$ cat config.mk
export PLATFORM = sky130hd
export DESIGN_NAME = grid_maze_reachability_flat
export DESIGN_NICKNAME = d
export VERILOG_FILES = /design/src/rtl/gmr_pkg.sv /design/src/rtl/gmr_if.sv /design/src/rtl/gmr_ram.sv /design/src/rtl/grid_maze_reachability.sv /design/src/flat_wrapper.sv
export SDC_FILE = /design/constraint.sdc
export NUM_CORES = 2
export LEC_CHECK = 0
export ABC_AREA = 1
export BUFFER_PORTS_ARGS = -buffer_cell sky130_fd_sc_hd__clkbuf_2
export CELL_PAD_IN_SITES_DETAIL_PLACEMENT = 1
export CELL_PAD_IN_SITES_GLOBAL_PLACEMENT = 1
export CORE_ASPECT_RATIO = 2
export CORE_MARGIN = 3
export CORE_UTILIZATION = 45
export DETAILED_ROUTE_END_ITERATION = 12
export PLACE_DENSITY = 0.73
export SLEW_MARGIN = 20
export SYNTH_ARGS = -nofsm -noshare
export SYNTH_HDL_FRONTEND = slang
export SYNTH_HIERARCHICAL = 1
export SYNTH_SLANG_ARGS = --single-unit
export TNS_END_PERCENT = 50
$ cat constraint.sdc
create_clock -name clk -period 35.3 [get_ports clk]
set_input_delay 7.06 -clock clk [delete_from_list [all_inputs] [get_ports clk]]
set_output_delay 7.06 -clock clk [all_outputs]
set_load 0.02 [all_outputs]
$ cat src/rtl/gmr_pkg.sv
// Package with the shared types and constants of the maze search block.
`timescale 1ns / 1ps
`default_nettype none

package gmr_pkg;

  // Default maze side limit
  localparam int MAX_SIDE_DEF = 16;

  // Cell classification codes
  typedef logic [2:0] kind_t;
  localparam kind_t KIND_WALL  = 3'd1;
  localparam kind_t KIND_START = 3'd2;
  localparam kind_t KIND_END   = 3'd3;
  localparam kind_t KIND_BLANK = 3'd4;

  // Configuration port layout
  localparam int CFG_ADDR_W  = 3;
  localparam int CFG_DATA_W  = 32;
  localparam int REG_SEL_BIT = 2;
  localparam logic REG_MAZE_WIDTH  = 1'b0;
  localparam logic REG_MAZE_HEIGHT = 1'b1;

  // Side registers
  localparam int SIDE_REG_W = 5;
  localparam logic [SIDE_REG_W-1:0] SIDE_RESET = 5'd16;

endpackage

`default_nettype wire

$ cat src/rtl/gmr_if.sv
// Valid/ready channel interfaces for maze cells in and the solved flag out.
`timescale 1ns / 1ps
`default_nettype none

interface gmr_in_if;
  import gmr_pkg::*;
  logic  valid;
  logic  ready;
  kind_t cell_kind;
  logic  last_cell;
  modport source (output valid, cell_kind, last_cell, input ready);
  modport sink   (input valid, cell_kind, last_cell, output ready);
endinterface

interface gmr_out_if;
  logic valid;
  logic ready;
  logic solved;
  modport source (output valid, solved, input ready);
  modport sink   (input valid, solved, output ready);
endinterface

`default_nettype wire

$ cat src/rtl/gmr_ram.sv
// Generic simple dual-port RAM: one write port, one registered read port.
`timescale 1ns / 1ps
`default_nettype none

module gmr_ram #(
  parameter int WIDTH = 1,
  parameter int DEPTH = 2
) (
  input  logic                     clk,
  input  logic                     we,
  input  logic [$clog2(DEPTH)-1:0] waddr,
  input  logic [WIDTH-1:0]         wdata,
  input  logic [$clog2(DEPTH)-1:0] raddr,
  output logic [WIDTH-1:0]         rdata
);

  logic [WIDTH-1:0] mem_r [DEPTH];
  logic [WIDTH-1:0] rdata_r;

  // Write port
  always_ff @(posedge clk) begin
    if (we) begin
      mem_r[waddr] <= wdata;
    end
  end

  // Registered read port
  always_ff @(posedge clk) begin
    rdata_r <= mem_r[raddr];
  end

  assign rdata = rdata_r;

endmodule

`default_nettype wire

$ cat src/rtl/grid_maze_reachability.sv
// Top level: maze cell loader and depth-first reachability search.
//
//   channel   dir  handshake            payload
//   in_ch     in   valid/ready          cell_kind[2:0], last_cell
//   out_ch    out  valid/ready          solved
//   cfg_*     in   APB write, pready=1  maze_width @0x0, maze_height @0x4
//
// One cell loads per cycle while in_ch is ready; a maze_width write stalls in_ch while a
// bit-serial divider remaps the load row and column. A last cell starts a clearing pass
// over the visited map, a seed step, then pop, fetch and check per popped cell, a read and
// an evaluate per in-bounds neighbor, a read per out-of-bounds one (one read port per RAM),
// a pop on an empty stack, and a done step loading the output register once free. in_ch is
// not ready from the last cell until then. Reset (rst_n low, synchronous) clears control.
`timescale 1ns / 1ps
`default_nettype none

module grid_maze_reachability #(
  parameter int MAX_SIDE = gmr_pkg::MAX_SIDE_DEF
) (
  input  logic                            clk,
  input  logic                            rst_n,
  gmr_in_if.sink                          in_ch,
  gmr_out_if.source                       out_ch,
  input  logic                            cfg_psel,
  input  logic                            cfg_penable,
  input  logic                            cfg_pwrite,
  input  logic [gmr_pkg::CFG_ADDR_W-1:0]  cfg_paddr,
  input  logic [gmr_pkg::CFG_DATA_W-1:0]  cfg_pwdata,
  output logic [gmr_pkg::CFG_DATA_W-1:0]  cfg_prdata,
  output logic                            cfg_pready
);

  import gmr_pkg::*;

  localparam int CELLS  = MAX_SIDE * MAX_SIDE;
  localparam int CELL_W = $clog2(CELLS);
  localparam int SIDE_W = $clog2(MAX_SIDE);
  localparam int ROW_W  = $clog2(MAX_SIDE + 1);
  localparam int LP_W   = $clog2(CELLS + 1);
  localparam int STK_W  = $clog2(CELLS + 1);
  localparam int DCNT_W = $clog2(LP_W);
  localparam int AREA_W = 2 * SIDE_REG_W;

  // Neighbor visit codes, in push order
  localparam logic [1:0] NB_NORTH = 2'd0;
  localparam logic [1:0] NB_EAST  = 2'd1;
  localparam logic [1:0] NB_SOUTH = 2'd2;
  localparam logic [1:0] NB_WEST  = 2'd3;

  typedef enum logic [9:0] {
    S_IDLE  = 10'b00_0000_0001,
    S_DIV   = 10'b00_0000_0010,
    S_CLEAR = 10'b00_0000_0100,
    S_SEED  = 10'b00_0000_1000,
    S_POP   = 10'b00_0001_0000,
    S_FETCH = 10'b00_0010_0000,
    S_CHECK = 10'b00_0100_0000,
    S_NREAD = 10'b00_1000_0000,
    S_NEVAL = 10'b01_0000_0000,
    S_DONE  = 10'b10_0000_0000
  } state_t;

  // Clamp a side register to 1..MAX_SIDE
  function automatic logic [SIDE_REG_W-1:0] side_of(input logic [SIDE_REG_W-1:0] v);
    logic [SIDE_REG_W-1:0] s;
    s = v;
    if (v == '0) begin
      s = SIDE_REG_W'(1);
    end else if (32'(v) > MAX_SIDE) begin
      s = SIDE_REG_W'(MAX_SIDE);
    end
    return s;
  endfunction

  // Cell address from row and column
  function automatic logic [CELL_W-1:0] cell_idx(input logic [SIDE_W-1:0] r,
                                                 input logic [SIDE_W-1:0] c);
    return CELL_W'(32'(r) * MAX_SIDE + 32'(c));
  endfunction

  // Registers
  state_t                state_r, state_nxt;
  logic [SIDE_REG_W-1:0] width_reg_r, width_reg_nxt;
  logic [SIDE_REG_W-1:0] height_reg_r, height_reg_nxt;
  logic [LP_W-1:0]       lp_r, lp_nxt;
  logic [ROW_W-1:0]      ld_row_r, ld_row_nxt;
  logic [SIDE_W-1:0]     ld_col_r, ld_col_nxt;
  logic [SIDE_W-1:0]     start_row_r, start_row_nxt;
  logic [SIDE_W-1:0]     start_col_r, start_col_nxt;
  logic                  div_pending_r, div_pending_nxt;
  logic [DCNT_W-1:0]     div_cnt_r, div_cnt_nxt;
  logic [LP_W-1:0]       div_num_r, div_num_nxt;
  logic [SIDE_REG_W-1:0] div_rem_r, div_rem_nxt;
  logic [LP_W-1:0]       div_quo_r, div_quo_nxt;
  logic [CELL_W-1:0]     clr_r, clr_nxt;
  logic [STK_W-1:0]      sp_r, sp_nxt;
  logic [1:0]            nb_r, nb_nxt;
  logic [SIDE_W-1:0]     cur_row_r, cur_row_nxt;
  logic [SIDE_W-1:0]     cur_col_r, cur_col_nxt;
  logic [SIDE_W-1:0]     nb_row_r, nb_row_nxt;
  logic [SIDE_W-1:0]     nb_col_r, nb_col_nxt;
  logic                  found_r, found_nxt;
  logic                  solved_r, solved_nxt;
  logic                  out_valid_r, out_valid_nxt;

  // Combinational
  logic [SIDE_REG_W-1:0] w_side, h_side;
  logic [AREA_W-1:0]     area;
  logic                  cfg_wr, wr_width, wr_height;
  logic                  in_xfer, ld_store;
  logic [SIDE_REG_W:0]   rem_sh;
  logic                  div_ge;
  logic [SIDE_REG_W-1:0] rem_new;
  logic [LP_W-1:0]       quo_new;
  logic                  nb_sel_row, nb_inc, nb_ok;
  logic [SIDE_W-1:0]     nb_op;
  logic [SIDE_REG_W-1:0] nb_lim;
  logic [SIDE_W:0]       nb_step;
  logic [SIDE_W-1:0]     nr, nc;
  logic                  enter;

  // RAM ports
  logic                  cell_we;
  logic [CELL_W-1:0]     cell_waddr, cell_raddr;
  kind_t                 cell_rdata;
  logic                  vis_we, vis_wdata;
  logic [CELL_W-1:0]     vis_waddr, vis_raddr;
  logic                  vis_rdata;
  logic                  stk_we;
  logic [CELL_W-1:0]     stk_waddr, stk_raddr;
  logic [2*SIDE_W-1:0]   stk_wdata, stk_rdata;

  // Configuration port
  assign cfg_wr     = cfg_psel && cfg_penable && cfg_pwrite;
  assign wr_width   = cfg_wr && (cfg_paddr[REG_SEL_BIT] == REG_MAZE_WIDTH);
  assign wr_height  = cfg_wr && (cfg_paddr[REG_SEL_BIT] == REG_MAZE_HEIGHT);
  assign cfg_pready = 1'b1;
  assign cfg_prdata = (cfg_paddr[REG_SEL_BIT] == REG_MAZE_HEIGHT)
                      ? CFG_DATA_W'(height_reg_r) : CFG_DATA_W'(width_reg_r);

  // Effective maze size
  assign w_side = side_of(width_reg_r);
  assign h_side = side_of(height_reg_r);
  assign area   = {{SIDE_REG_W{1'b0}}, w_side} * {{SIDE_REG_W{1'b0}}, h_side};

  // Channel handshakes
  assign in_ch.ready   = (state_r == S_IDLE) && !div_pending_r;
  assign in_xfer       = in_ch.valid && in_ch.ready;
  assign ld_store      = in_xfer && (32'(lp_r) < 32'(area));
  assign out_ch.valid  = out_valid_r;
  assign out_ch.solved = solved_r;

  // Divider step: load position over width, one quotient bit per cycle
  assign rem_sh  = {div_rem_r, div_num_r[LP_W-1]};
  assign div_ge  = rem_sh >= {1'b0, w_side};
  assign rem_new = div_ge ? SIDE_REG_W'(rem_sh - {1'b0, w_side})
                          : SIDE_REG_W'(rem_sh);
  assign quo_new = {div_quo_r[LP_W-2:0], div_ge};

  // Shared neighbor unit: one increment/decrement and bound check
  assign nb_sel_row = (nb_r == NB_NORTH) || (nb_r == NB_SOUTH);
  assign nb_inc     = (nb_r == NB_EAST) || (nb_r == NB_SOUTH);
  assign nb_op      = nb_sel_row ? cur_row_r : cur_col_r;
  assign nb_lim     = nb_sel_row ? h_side : w_side;
  assign nb_step    = nb_inc ? ({1'b0, nb_op} + 1'b1) : ({1'b0, nb_op} - 1'b1);
  assign nb_ok      = nb_inc ? (32'(nb_step) < 32'(nb_lim)) : (nb_op != '0);
  assign nr         = nb_sel_row ? nb_step[SIDE_W-1:0] : cur_row_r;
  assign nc         = nb_sel_row ? cur_col_r : nb_step[SIDE_W-1:0];

  // Neighbor may be entered
  assign enter = (cell_rdata != KIND_WALL) && (cell_rdata != KIND_BLANK) && !vis_rdata;

  // RAM address and write control
  always_comb begin
    cell_we    = ld_store;
    cell_waddr = cell_idx(ld_row_r[SIDE_W-1:0], ld_col_r);
    cell_raddr = (state_r == S_FETCH)
                 ? cell_idx(stk_rdata[2*SIDE_W-1:SIDE_W], stk_rdata[SIDE_W-1:0])
                 : cell_idx(nr, nc);
    vis_raddr  = cell_idx(nr, nc);
    vis_we     = 1'b0;
    vis_wdata  = 1'b0;
    vis_waddr  = clr_r;
    stk_we     = 1'b0;
    stk_waddr  = sp_r[CELL_W-1:0];
    stk_wdata  = {nb_row_r, nb_col_r};
    stk_raddr  = CELL_W'(sp_r - 1'b1);
    case (state_r)
      S_CLEAR: begin
        vis_we = 1'b1;
      end
      S_SEED: begin
        vis_we    = 1'b1;
        vis_wdata = 1'b1;
        vis_waddr = cell_idx(start_row_r, start_col_r);
        stk_we    = 1'b1;
        stk_waddr = '0;
        stk_wdata = {start_row_r, start_col_r};
      end
      S_NEVAL: begin
        vis_we    = enter;
        vis_wdata = 1'b1;
        vis_waddr = cell_idx(nb_row_r, nb_col_r);
        stk_we    = enter && (32'(sp_r) < CELLS);
      end
      default: begin
      end
    endcase
  end

  // Sequencer
  always_comb begin
    state_nxt       = state_r;
    width_reg_nxt   = wr_width ? cfg_pwdata[SIDE_REG_W-1:0] : width_reg_r;
    height_reg_nxt  = wr_height ? cfg_pwdata[SIDE_REG_W-1:0] : height_reg_r;
    lp_nxt          = lp_r;
    ld_row_nxt      = ld_row_r;
    ld_col_nxt      = ld_col_r;
    start_row_nxt   = start_row_r;
    start_col_nxt   = start_col_r;
    div_pending_nxt = div_pending_r;
    div_cnt_nxt     = div_cnt_r;
    div_num_nxt     = div_num_r;
    div_rem_nxt     = div_rem_r;
    div_quo_nxt     = div_quo_r;
    clr_nxt         = clr_r;
    sp_nxt          = sp_r;
    nb_nxt          = nb_r;
    cur_row_nxt     = cur_row_r;
    cur_col_nxt     = cur_col_r;
    nb_row_nxt      = nb_row_r;
    nb_col_nxt      = nb_col_r;
    found_nxt       = found_r;
    solved_nxt      = solved_r;
    out_valid_nxt   = out_valid_r;

    // Result transfer frees the output register
    if (out_valid_r && out_ch.ready) begin
      out_valid_nxt = 1'b0;
    end

    case (state_r)
      S_IDLE: begin
        if (div_pending_r) begin
          div_pending_nxt = 1'b0;
          div_cnt_nxt     = '0;
          div_num_nxt     = lp_r;
          div_rem_nxt     = '0;
          div_quo_nxt     = '0;
          state_nxt       = S_DIV;
        end else if (in_xfer) begin
          // Store the cell and advance the raster position
          if (ld_store) begin
            lp_nxt = lp_r + 1'b1;
            if (32'(ld_col_r) + 1 == 32'(w_side)) begin
              ld_col_nxt = '0;
              ld_row_nxt = ld_row_r + 1'b1;
            end else begin
              ld_col_nxt = ld_col_r + 1'b1;
            end
            if (in_ch.cell_kind == KIND_START) begin
              start_row_nxt = ld_row_r[SIDE_W-1:0];
              start_col_nxt = ld_col_r;
            end
          end
          if (in_ch.last_cell) begin
            lp_nxt     = '0;
            ld_row_nxt = '0;
            ld_col_nxt = '0;
            clr_nxt    = '0;
            state_nxt  = S_CLEAR;
          end
        end
      end
      S_DIV: begin
        div_cnt_nxt = div_cnt_r + 1'b1;
        div_num_nxt = {div_num_r[LP_W-2:0], 1'b0};
        div_rem_nxt = rem_new;
        div_quo_nxt = quo_new;
        if (div_cnt_r == DCNT_W'(LP_W - 1)) begin
          ld_row_nxt = ROW_W'(quo_new);
          ld_col_nxt = SIDE_W'(rem_new);
          state_nxt  = S_IDLE;
        end
      end
      S_CLEAR: begin
        clr_nxt = clr_r + 1'b1;
        if (clr_r == CELL_W'(CELLS - 1)) begin
          state_nxt = S_SEED;
        end
      end
      S_SEED: begin
        sp_nxt        = STK_W'(1);
        start_row_nxt = '0;
        start_col_nxt = '0;
        state_nxt     = S_POP;
      end
      S_POP: begin
        if (sp_r == '0) begin
          found_nxt = 1'b0;
          state_nxt = S_DONE;
        end else begin
          sp_nxt    = sp_r - 1'b1;
          state_nxt = S_FETCH;
        end
      end
      S_FETCH: begin
        cur_row_nxt = stk_rdata[2*SIDE_W-1:SIDE_W];
        cur_col_nxt = stk_rdata[SIDE_W-1:0];
        state_nxt   = S_CHECK;
      end
      S_CHECK: begin
        if (cell_rdata == KIND_END) begin
          found_nxt = 1'b1;
          state_nxt = S_DONE;
        end else begin
          nb_nxt    = NB_NORTH;
          state_nxt = S_NREAD;
        end
      end
      S_NREAD: begin
        if (nb_ok) begin
          nb_row_nxt = nr;
          nb_col_nxt = nc;
          state_nxt  = S_NEVAL;
        end else if (nb_r == NB_WEST) begin
          state_nxt = S_POP;
        end else begin
          nb_nxt = nb_r + 1'b1;
        end
      end
      S_NEVAL: begin
        if (enter && (32'(sp_r) < CELLS)) begin
          sp_nxt = sp_r + 1'b1;
        end
        if (nb_r == NB_WEST) begin
          state_nxt = S_POP;
        end else begin
          nb_nxt    = nb_r + 1'b1;
          state_nxt = S_NREAD;
        end
      end
      S_DONE: begin
        if (!out_valid_r || out_ch.ready) begin
          out_valid_nxt = 1'b1;
          solved_nxt    = found_r;
          state_nxt     = S_IDLE;
        end
      end
      default: begin
        state_nxt = S_IDLE;
      end
    endcase

    // A new width reruns the divider once the block is idle
    if (wr_width) begin
      div_pending_nxt = 1'b1;
    end
  end

  // Control registers
  always_ff @(posedge clk) begin
    if (!rst_n) begin
      state_r       <= S_IDLE;
      width_reg_r   <= SIDE_RESET;
      height_reg_r  <= SIDE_RESET;
      lp_r          <= '0;
      ld_row_r      <= '0;
      ld_col_r      <= '0;
      start_row_r   <= '0;
      start_col_r   <= '0;
      div_pending_r <= 1'b0;
      sp_r          <= '0;
      out_valid_r   <= 1'b0;
    end else begin
      state_r       <= state_nxt;
      width_reg_r   <= width_reg_nxt;
      height_reg_r  <= height_reg_nxt;
      lp_r          <= lp_nxt;
      ld_row_r      <= ld_row_nxt;
      ld_col_r      <= ld_col_nxt;
      start_row_r   <= start_row_nxt;
      start_col_r   <= start_col_nxt;
      div_pending_r <= div_pending_nxt;
      sp_r          <= sp_nxt;
      out_valid_r   <= out_valid_nxt;
    end
  end

  // Datapath registers
  always_ff @(posedge clk) begin
    div_cnt_r <= div_cnt_nxt;
    div_num_r <= div_num_nxt;
    div_rem_r <= div_rem_nxt;
    div_quo_r <= div_quo_nxt;
    clr_r     <= clr_nxt;
    nb_r      <= nb_nxt;
    cur_row_r <= cur_row_nxt;
    cur_col_r <= cur_col_nxt;
    nb_row_r  <= nb_row_nxt;
    nb_col_r  <= nb_col_nxt;
    found_r   <= found_nxt;
    solved_r  <= solved_nxt;
  end

  // Cell kinds, raster addressed
  gmr_ram #(
    .WIDTH ($bits(kind_t)),
    .DEPTH (CELLS)
  ) u_cell_ram (
    .clk   (clk),
    .we    (cell_we),
    .waddr (cell_waddr),
    .wdata (in_ch.cell_kind),
    .raddr (cell_raddr),
    .rdata (cell_rdata)
  );

  // Visited map, swept clear before each search
  gmr_ram #(
    .WIDTH (1),
    .DEPTH (CELLS)
  ) u_vis_ram (
    .clk   (clk),
    .we    (vis_we),
    .waddr (vis_waddr),
    .wdata (vis_wdata),
    .raddr (vis_raddr),
    .rdata (vis_rdata)
  );

  // Search stack of row/column pairs
  gmr_ram #(
    .WIDTH (2 * SIDE_W),
    .DEPTH (CELLS)
  ) u_stk_ram (
    .clk   (clk),
    .we    (stk_we),
    .waddr (stk_waddr),
    .wdata (stk_wdata),
    .raddr (stk_raddr),
    .rdata (stk_rdata)
  );

endmodule

`default_nettype wire

$ cat src/flat_wrapper.sv
// flat-port wrapper written by rule: the top's interface ports become plain ports
module grid_maze_reachability_flat import gmr_pkg::*;
#(
  parameter int MAX_SIDE = gmr_pkg::MAX_SIDE_DEF
)
  (clk, rst_n, cfg_psel, cfg_penable, cfg_pwrite, cfg_paddr, cfg_pwdata, cfg_prdata, cfg_pready, in_ch_valid, in_ch_cell_kind, in_ch_last_cell, in_ch_ready, out_ch_valid, out_ch_solved, out_ch_ready);
  gmr_in_if in_ch_i ();
  gmr_out_if out_ch_i ();
  input  logic clk;
  input  logic rst_n;
  input  logic cfg_psel;
  input  logic cfg_penable;
  input  logic cfg_pwrite;
  input  logic [gmr_pkg::CFG_ADDR_W-1:0] cfg_paddr;
  input  logic [gmr_pkg::CFG_DATA_W-1:0] cfg_pwdata;
  output logic [gmr_pkg::CFG_DATA_W-1:0] cfg_prdata;
  output logic cfg_pready;
  input wire logic [$bits(in_ch_i.valid)-1:0] in_ch_valid;
  input wire logic [$bits(in_ch_i.cell_kind)-1:0] in_ch_cell_kind;
  input wire logic [$bits(in_ch_i.last_cell)-1:0] in_ch_last_cell;
  output wire logic [$bits(in_ch_i.ready)-1:0] in_ch_ready;
  output wire logic [$bits(out_ch_i.valid)-1:0] out_ch_valid;
  output wire logic [$bits(out_ch_i.solved)-1:0] out_ch_solved;
  input wire logic [$bits(out_ch_i.ready)-1:0] out_ch_ready;
  assign in_ch_i.valid = in_ch_valid;
  assign in_ch_i.cell_kind = in_ch_cell_kind;
  assign in_ch_i.last_cell = in_ch_last_cell;
  assign in_ch_ready = in_ch_i.ready;
  assign out_ch_valid = out_ch_i.valid;
  assign out_ch_solved = out_ch_i.solved;
  assign out_ch_i.ready = out_ch_ready;
  grid_maze_reachability #(.MAX_SIDE(MAX_SIDE)) u_core (.clk(clk), .rst_n(rst_n), .in_ch(in_ch_i), .out_ch(out_ch_i), .cfg_psel(cfg_psel), .cfg_penable(cfg_penable), .cfg_pwrite(cfg_pwrite), .cfg_paddr(cfg_paddr), .cfg_pwdata(cfg_pwdata), .cfg_prdata(cfg_prdata), .cfg_pready(cfg_pready));
endmodule
==> insert_results.sql <==
INSERT INTO impl_metrics (metric_group, metric, value, unit) VALUES
('timing', 'timing.fmax', '0.0681', 'GHz'),
('yosys', 'syn_avg_cell_area', '11.2', 'sq um'),
('die', 'die_width', '393', 'um'),
('timing', 'setup_ws', '20.61', 'ns'),
('global_routing', 'grt_pass1_wl', '613000', 'um'),
('die', 'core-area', '298000', 'sq um'),
('yosys', 'synth_enable_flop_cells', '3121', ''),
('worst_setup_path', 'end_kind', 'output pin', ''),
('cells_and_area', 'postLayoutCellArea', '146000', 'sq um'),
('clock_tree', 'cts_tree', 'built', ''),
('worst_setup_path', 'critPathLaunch', 'cfg_paddr[2]', ''),
('timing', 'rsz_0062_raised_after_global_routing', 'no', ''),
('clock_tree', 'worst_setup_hold_path_clk_slew', '0.06', 'ns'),
('power', 'cellPowerDensity', '52.7', 'nW/um^2'),
('power', 'fin_total_pwr', '7.71', 'mW'),
('yosys', 'yosys_most_used_dff', 'edfxtp_1', ''),
('die', 'initial_utilization', '45.4', '%'),
('placement', 'placement.io_buffers', '24', ''),
('flow_run', 'maxCapViolations', '0', ''),
('worst_setup_path', 'worst-path-max-fanout', '12', ''),
('worst_hold_path', 'hp-class', 'reg2reg', ''),
('cells_and_area', 'layout-drive-gt1-share', '5.41', '%'),
('yosys', 'post_synthesis_sequential_area_ratio', '70.4', '%'),
('worst_setup_path', 'cp.arrival', '7.63', 'ns'),
('global_routing', 'grt_overflow_total', '0', ''),
('clock_tree', 'clock-sinks', '3189', ''),
('worst_setup_path', 'timing.reg2reg.setup_slack', '27.45', 'ns'),
('yosys', 'netlist_cell_types', '54', ''),
('clock_tree', 'cts-resized-gates', '0', ''),
('die', 'die_y', '781', 'um'),
('timing', 'max_clock_skew', '0.0456', 'ns'),
('status', 'status', 'complete, no violations', ''),
('clock_tree', 'cts_root_buffer', 'clkbuf_16', ''),
('worst_setup_path', 'timing.critical_path.required', '28.24', 'ns'),
('power', 'max-vdd-ir-drop', '0.0377', 'mV'),
('worst_setup_path', 'class_of_the_most_critical_setup_path', 'in2out', ''),
('cells_and_area', 'fin_util', '49.2', '%'),
('route', 'detail_route.first_pass.iterations', '6', ''),
('worst_setup_path', 'worst_flop_to_flop_path_endpoint', 'u_core/u_cell_ram/rdata[2]$_DFF_P_', ''),
('yosys', 'netlist_top_cells_area', 'edfxtp_1 69%, nand3_1 11%, nand2_1 9.7%', ''),
('timing', 'timing.setup.tns', '0', 'ns'),
('die', 'row_count', '283', ''),
('yosys', 'postSynth.asyncResetShare', '0', '%'),
('yosys', 'synthesis.yosys.warnings', '6', ''),
('timing', 'finalWorstPathRequiredPeriod', '14.69', 'ns'),
('yosys', 'synth_seq_cells', '3189', ''),
('cells_and_area', 'nets', '11900', ''),
('die', 'die-area', '307000', 'sq um'),
('route', 'postRouteAntennaNets', '0', ''),
('route', 'total_length_of_routed_wires', '413000', 'um'),
('worst_setup_path', 'timing.critical_path.from_type', 'input port', ''),
('worst_setup_path', 'reg2reg_depth', '25', ''),
('clock_tree', 'bufs_on_longest_clock_path', '4', ''),
('placement', 'placed_cell_area', '137000', 'sq um'),
('worst_setup_path', 'end_of_the_critical_path', 'cfg_prdata[0]', ''),
('route', 'drc', '0', ''),
('placement', 'place_ws', '20.60', 'ns'),
('cells_and_area', 'filler_cell_count', '31200', ''),
('worst_setup_path', 'crit-reg2reg-launch', 'u_core/nb_r[0]$_SDFFCE_PP0P_', ''),
('route', 'route.detailed.vias_per_inst', '5.78', ''),
('route', 'number_of_design_rule_violations_left_by_the_first_detailed_router_iteration', '7084', ''),
('placement', 'detailedPlacementHpwl', '249000', 'um'),
('timing', 'final_hold_viol_count', '0', ''),
('clock_tree', 'cts_buffers', '286', ''),
('timing', 'maxSlewViolCount', '0', ''),
('global_routing', 'largest_net_degree_at_the_start_of_global_routing', '236', ''),
('yosys', 'synth_top_area_cell', 'edfxtp_1', ''),
('die', 'io-pin-count', '82', ''),
('route', 'routed_wire_length_per_instance', '25.9', 'um'),
('placement', 'dp_cells', '15500', ''),
('cells_and_area', 'final-seq-area', '95100', 'sq um');
-- power by group --
group | internal [mW] | switching, mW | total (mW) | leakage [nW]
logic | 0.0891 | 0.354 | 0.443 | 17.0
clock network | 1.71 | 1.39 | 3.10 | 4.39
registers | 4.14 | 0.0293 | 4.17 | 28.9
total | 5.94 | 1.77 | 7.71 | 50.3
-- final cells by class --
| class | instances | area share (%) |
|---|---|---|
| antenna | 3 | 0.00513 |
| clock buffer | 353 | 5.20 |
| timing repair buffer | 172 | 0.983 |
| multi-input combinational | 7848 | 23.8 |
| clock inverter | 154 | 0.972 |
| sequential | 3189 | 64.9 |
| inverter | 253 | 0.706 |
| tap | 3990 | 3.41 |
-- critical path, stage by stage --
cell and delay, ns:
clkbuf_2 0.17, o21ai_0 0.21, clkbuf_2 0.20
-- routing by layer --
metal  GRT usage (%)  share of wire, %
met1            27.1                34
met2            49.1                53
met3            3.14               4.5
met4            18.5               8.0
met5               0            0.0034
-- worst min path at each step --
stage	from	endpoint	depth (start not counted)
2_1_floorplan	u_core/found_r$_DFFE_PP_	u_core/out_ch.solved$_DFFE_PP_	0
3_3_place_gp	u_core/u_stk_ram/rdata[7]$_DFF_P_	u_core/cur_row_r[3]$_DFFE_PP_	0
3_5_place_dp	u_core/u_stk_ram/rdata[7]$_DFF_P_	u_core/cur_row_r[3]$_DFFE_PP_	0
4_1_cts	u_core/u_stk_ram/rdata[7]$_DFF_P_	u_core/cur_row_r[3]$_DFFE_PP_	0
5_1_grt	u_core/u_stk_ram/rdata[5]$_DFF_P_	u_core/cur_row_r[1]$_DFFE_PP_	0
6_report	u_core/u_stk_ram/rdata[7]$_DFF_P_	u_core/cur_row_r[3]$_DFFE_PP_	0
-- flip-flops by register name, summed over array words and instances (netlist names), 5 cells and up --
name and cells:
u_core/div_num_r 9, u_core/height_reg_r 5, u_core/clr_r 8, u_core/u_cell_ram/mem_r 768, u_core/u_stk_ram/mem_r 2048, u_core/sp_r 9, u_core/state_r 10, u_core/u_stk_ram/rdata 8
u_core/width_reg_r 5, u_core/lp_r 9, u_core/u_vis_ram/mem_r 256, u_core/div_rem_r 5
-- cell families (layout without fill, tap and decap cells) --
family          Yosys count  after routing  synth area share, %
other cells               2             31              0.00556
xor+xnor                 28             28                0.182
compound gates          169            169                0.707
buf+inv                1067            932                 4.03
flops                  3189           3189                 70.4
fa+ha+maj                62             62                0.636
simple gates           7561           7561                 24.0
-- synthesized netlist by cell type (7+ instances only) --
library cell and number:
a21oi_1 61, a31oi_1 8, buf_1 58, buf_2 374, buf_4 94, buf_6 75
clkbuf_1 210, dfxtp_1 68, edfxtp_1 3121, fa_1 11, ha_1 51, inv_1 233
inv_2 15, nand2_1 3473, nand2_2 7, nand3_1 3063, nand4_1 21, nor2_1 961
nor3_1 14, o21ai_0 64, o221ai_1 8, xnor2_1 8, xor2_1 20
-- layout by cell type (no fill, tap or decap), types with 21 or more instances in the layout --
| master | Yosys | routed |
|---|---|---|
| a21oi_1 | 61 | 61 |
| buf_4 | 94 | 132 |
| bufinv_16 | 0 | 24 |
| clkbuf_1 | 210 | 56 |
| clkbuf_16 | 0 | 294 |
| clkbuf_2 | 0 | 21 |
| clkinv_1 | 1 | 58 |
| clkinv_2 | 1 | 46 |
| conb_1 | 2 | 28 |
| dfxtp_1 | 68 | 68 |
| edfxtp_1 | 3121 | 3121 |
| ha_1 | 51 | 51 |
| inv_1 | 233 | 223 |
| nand2_1 | 3473 | 3467 |
| nand3_1 | 3063 | 3058 |
| nand4_1 | 21 | 21 |
| nor2_1 | 961 | 961 |
| o21ai_0 | 64 | 54 |
No activity file was read; power rests on OpenSTA's default activity.
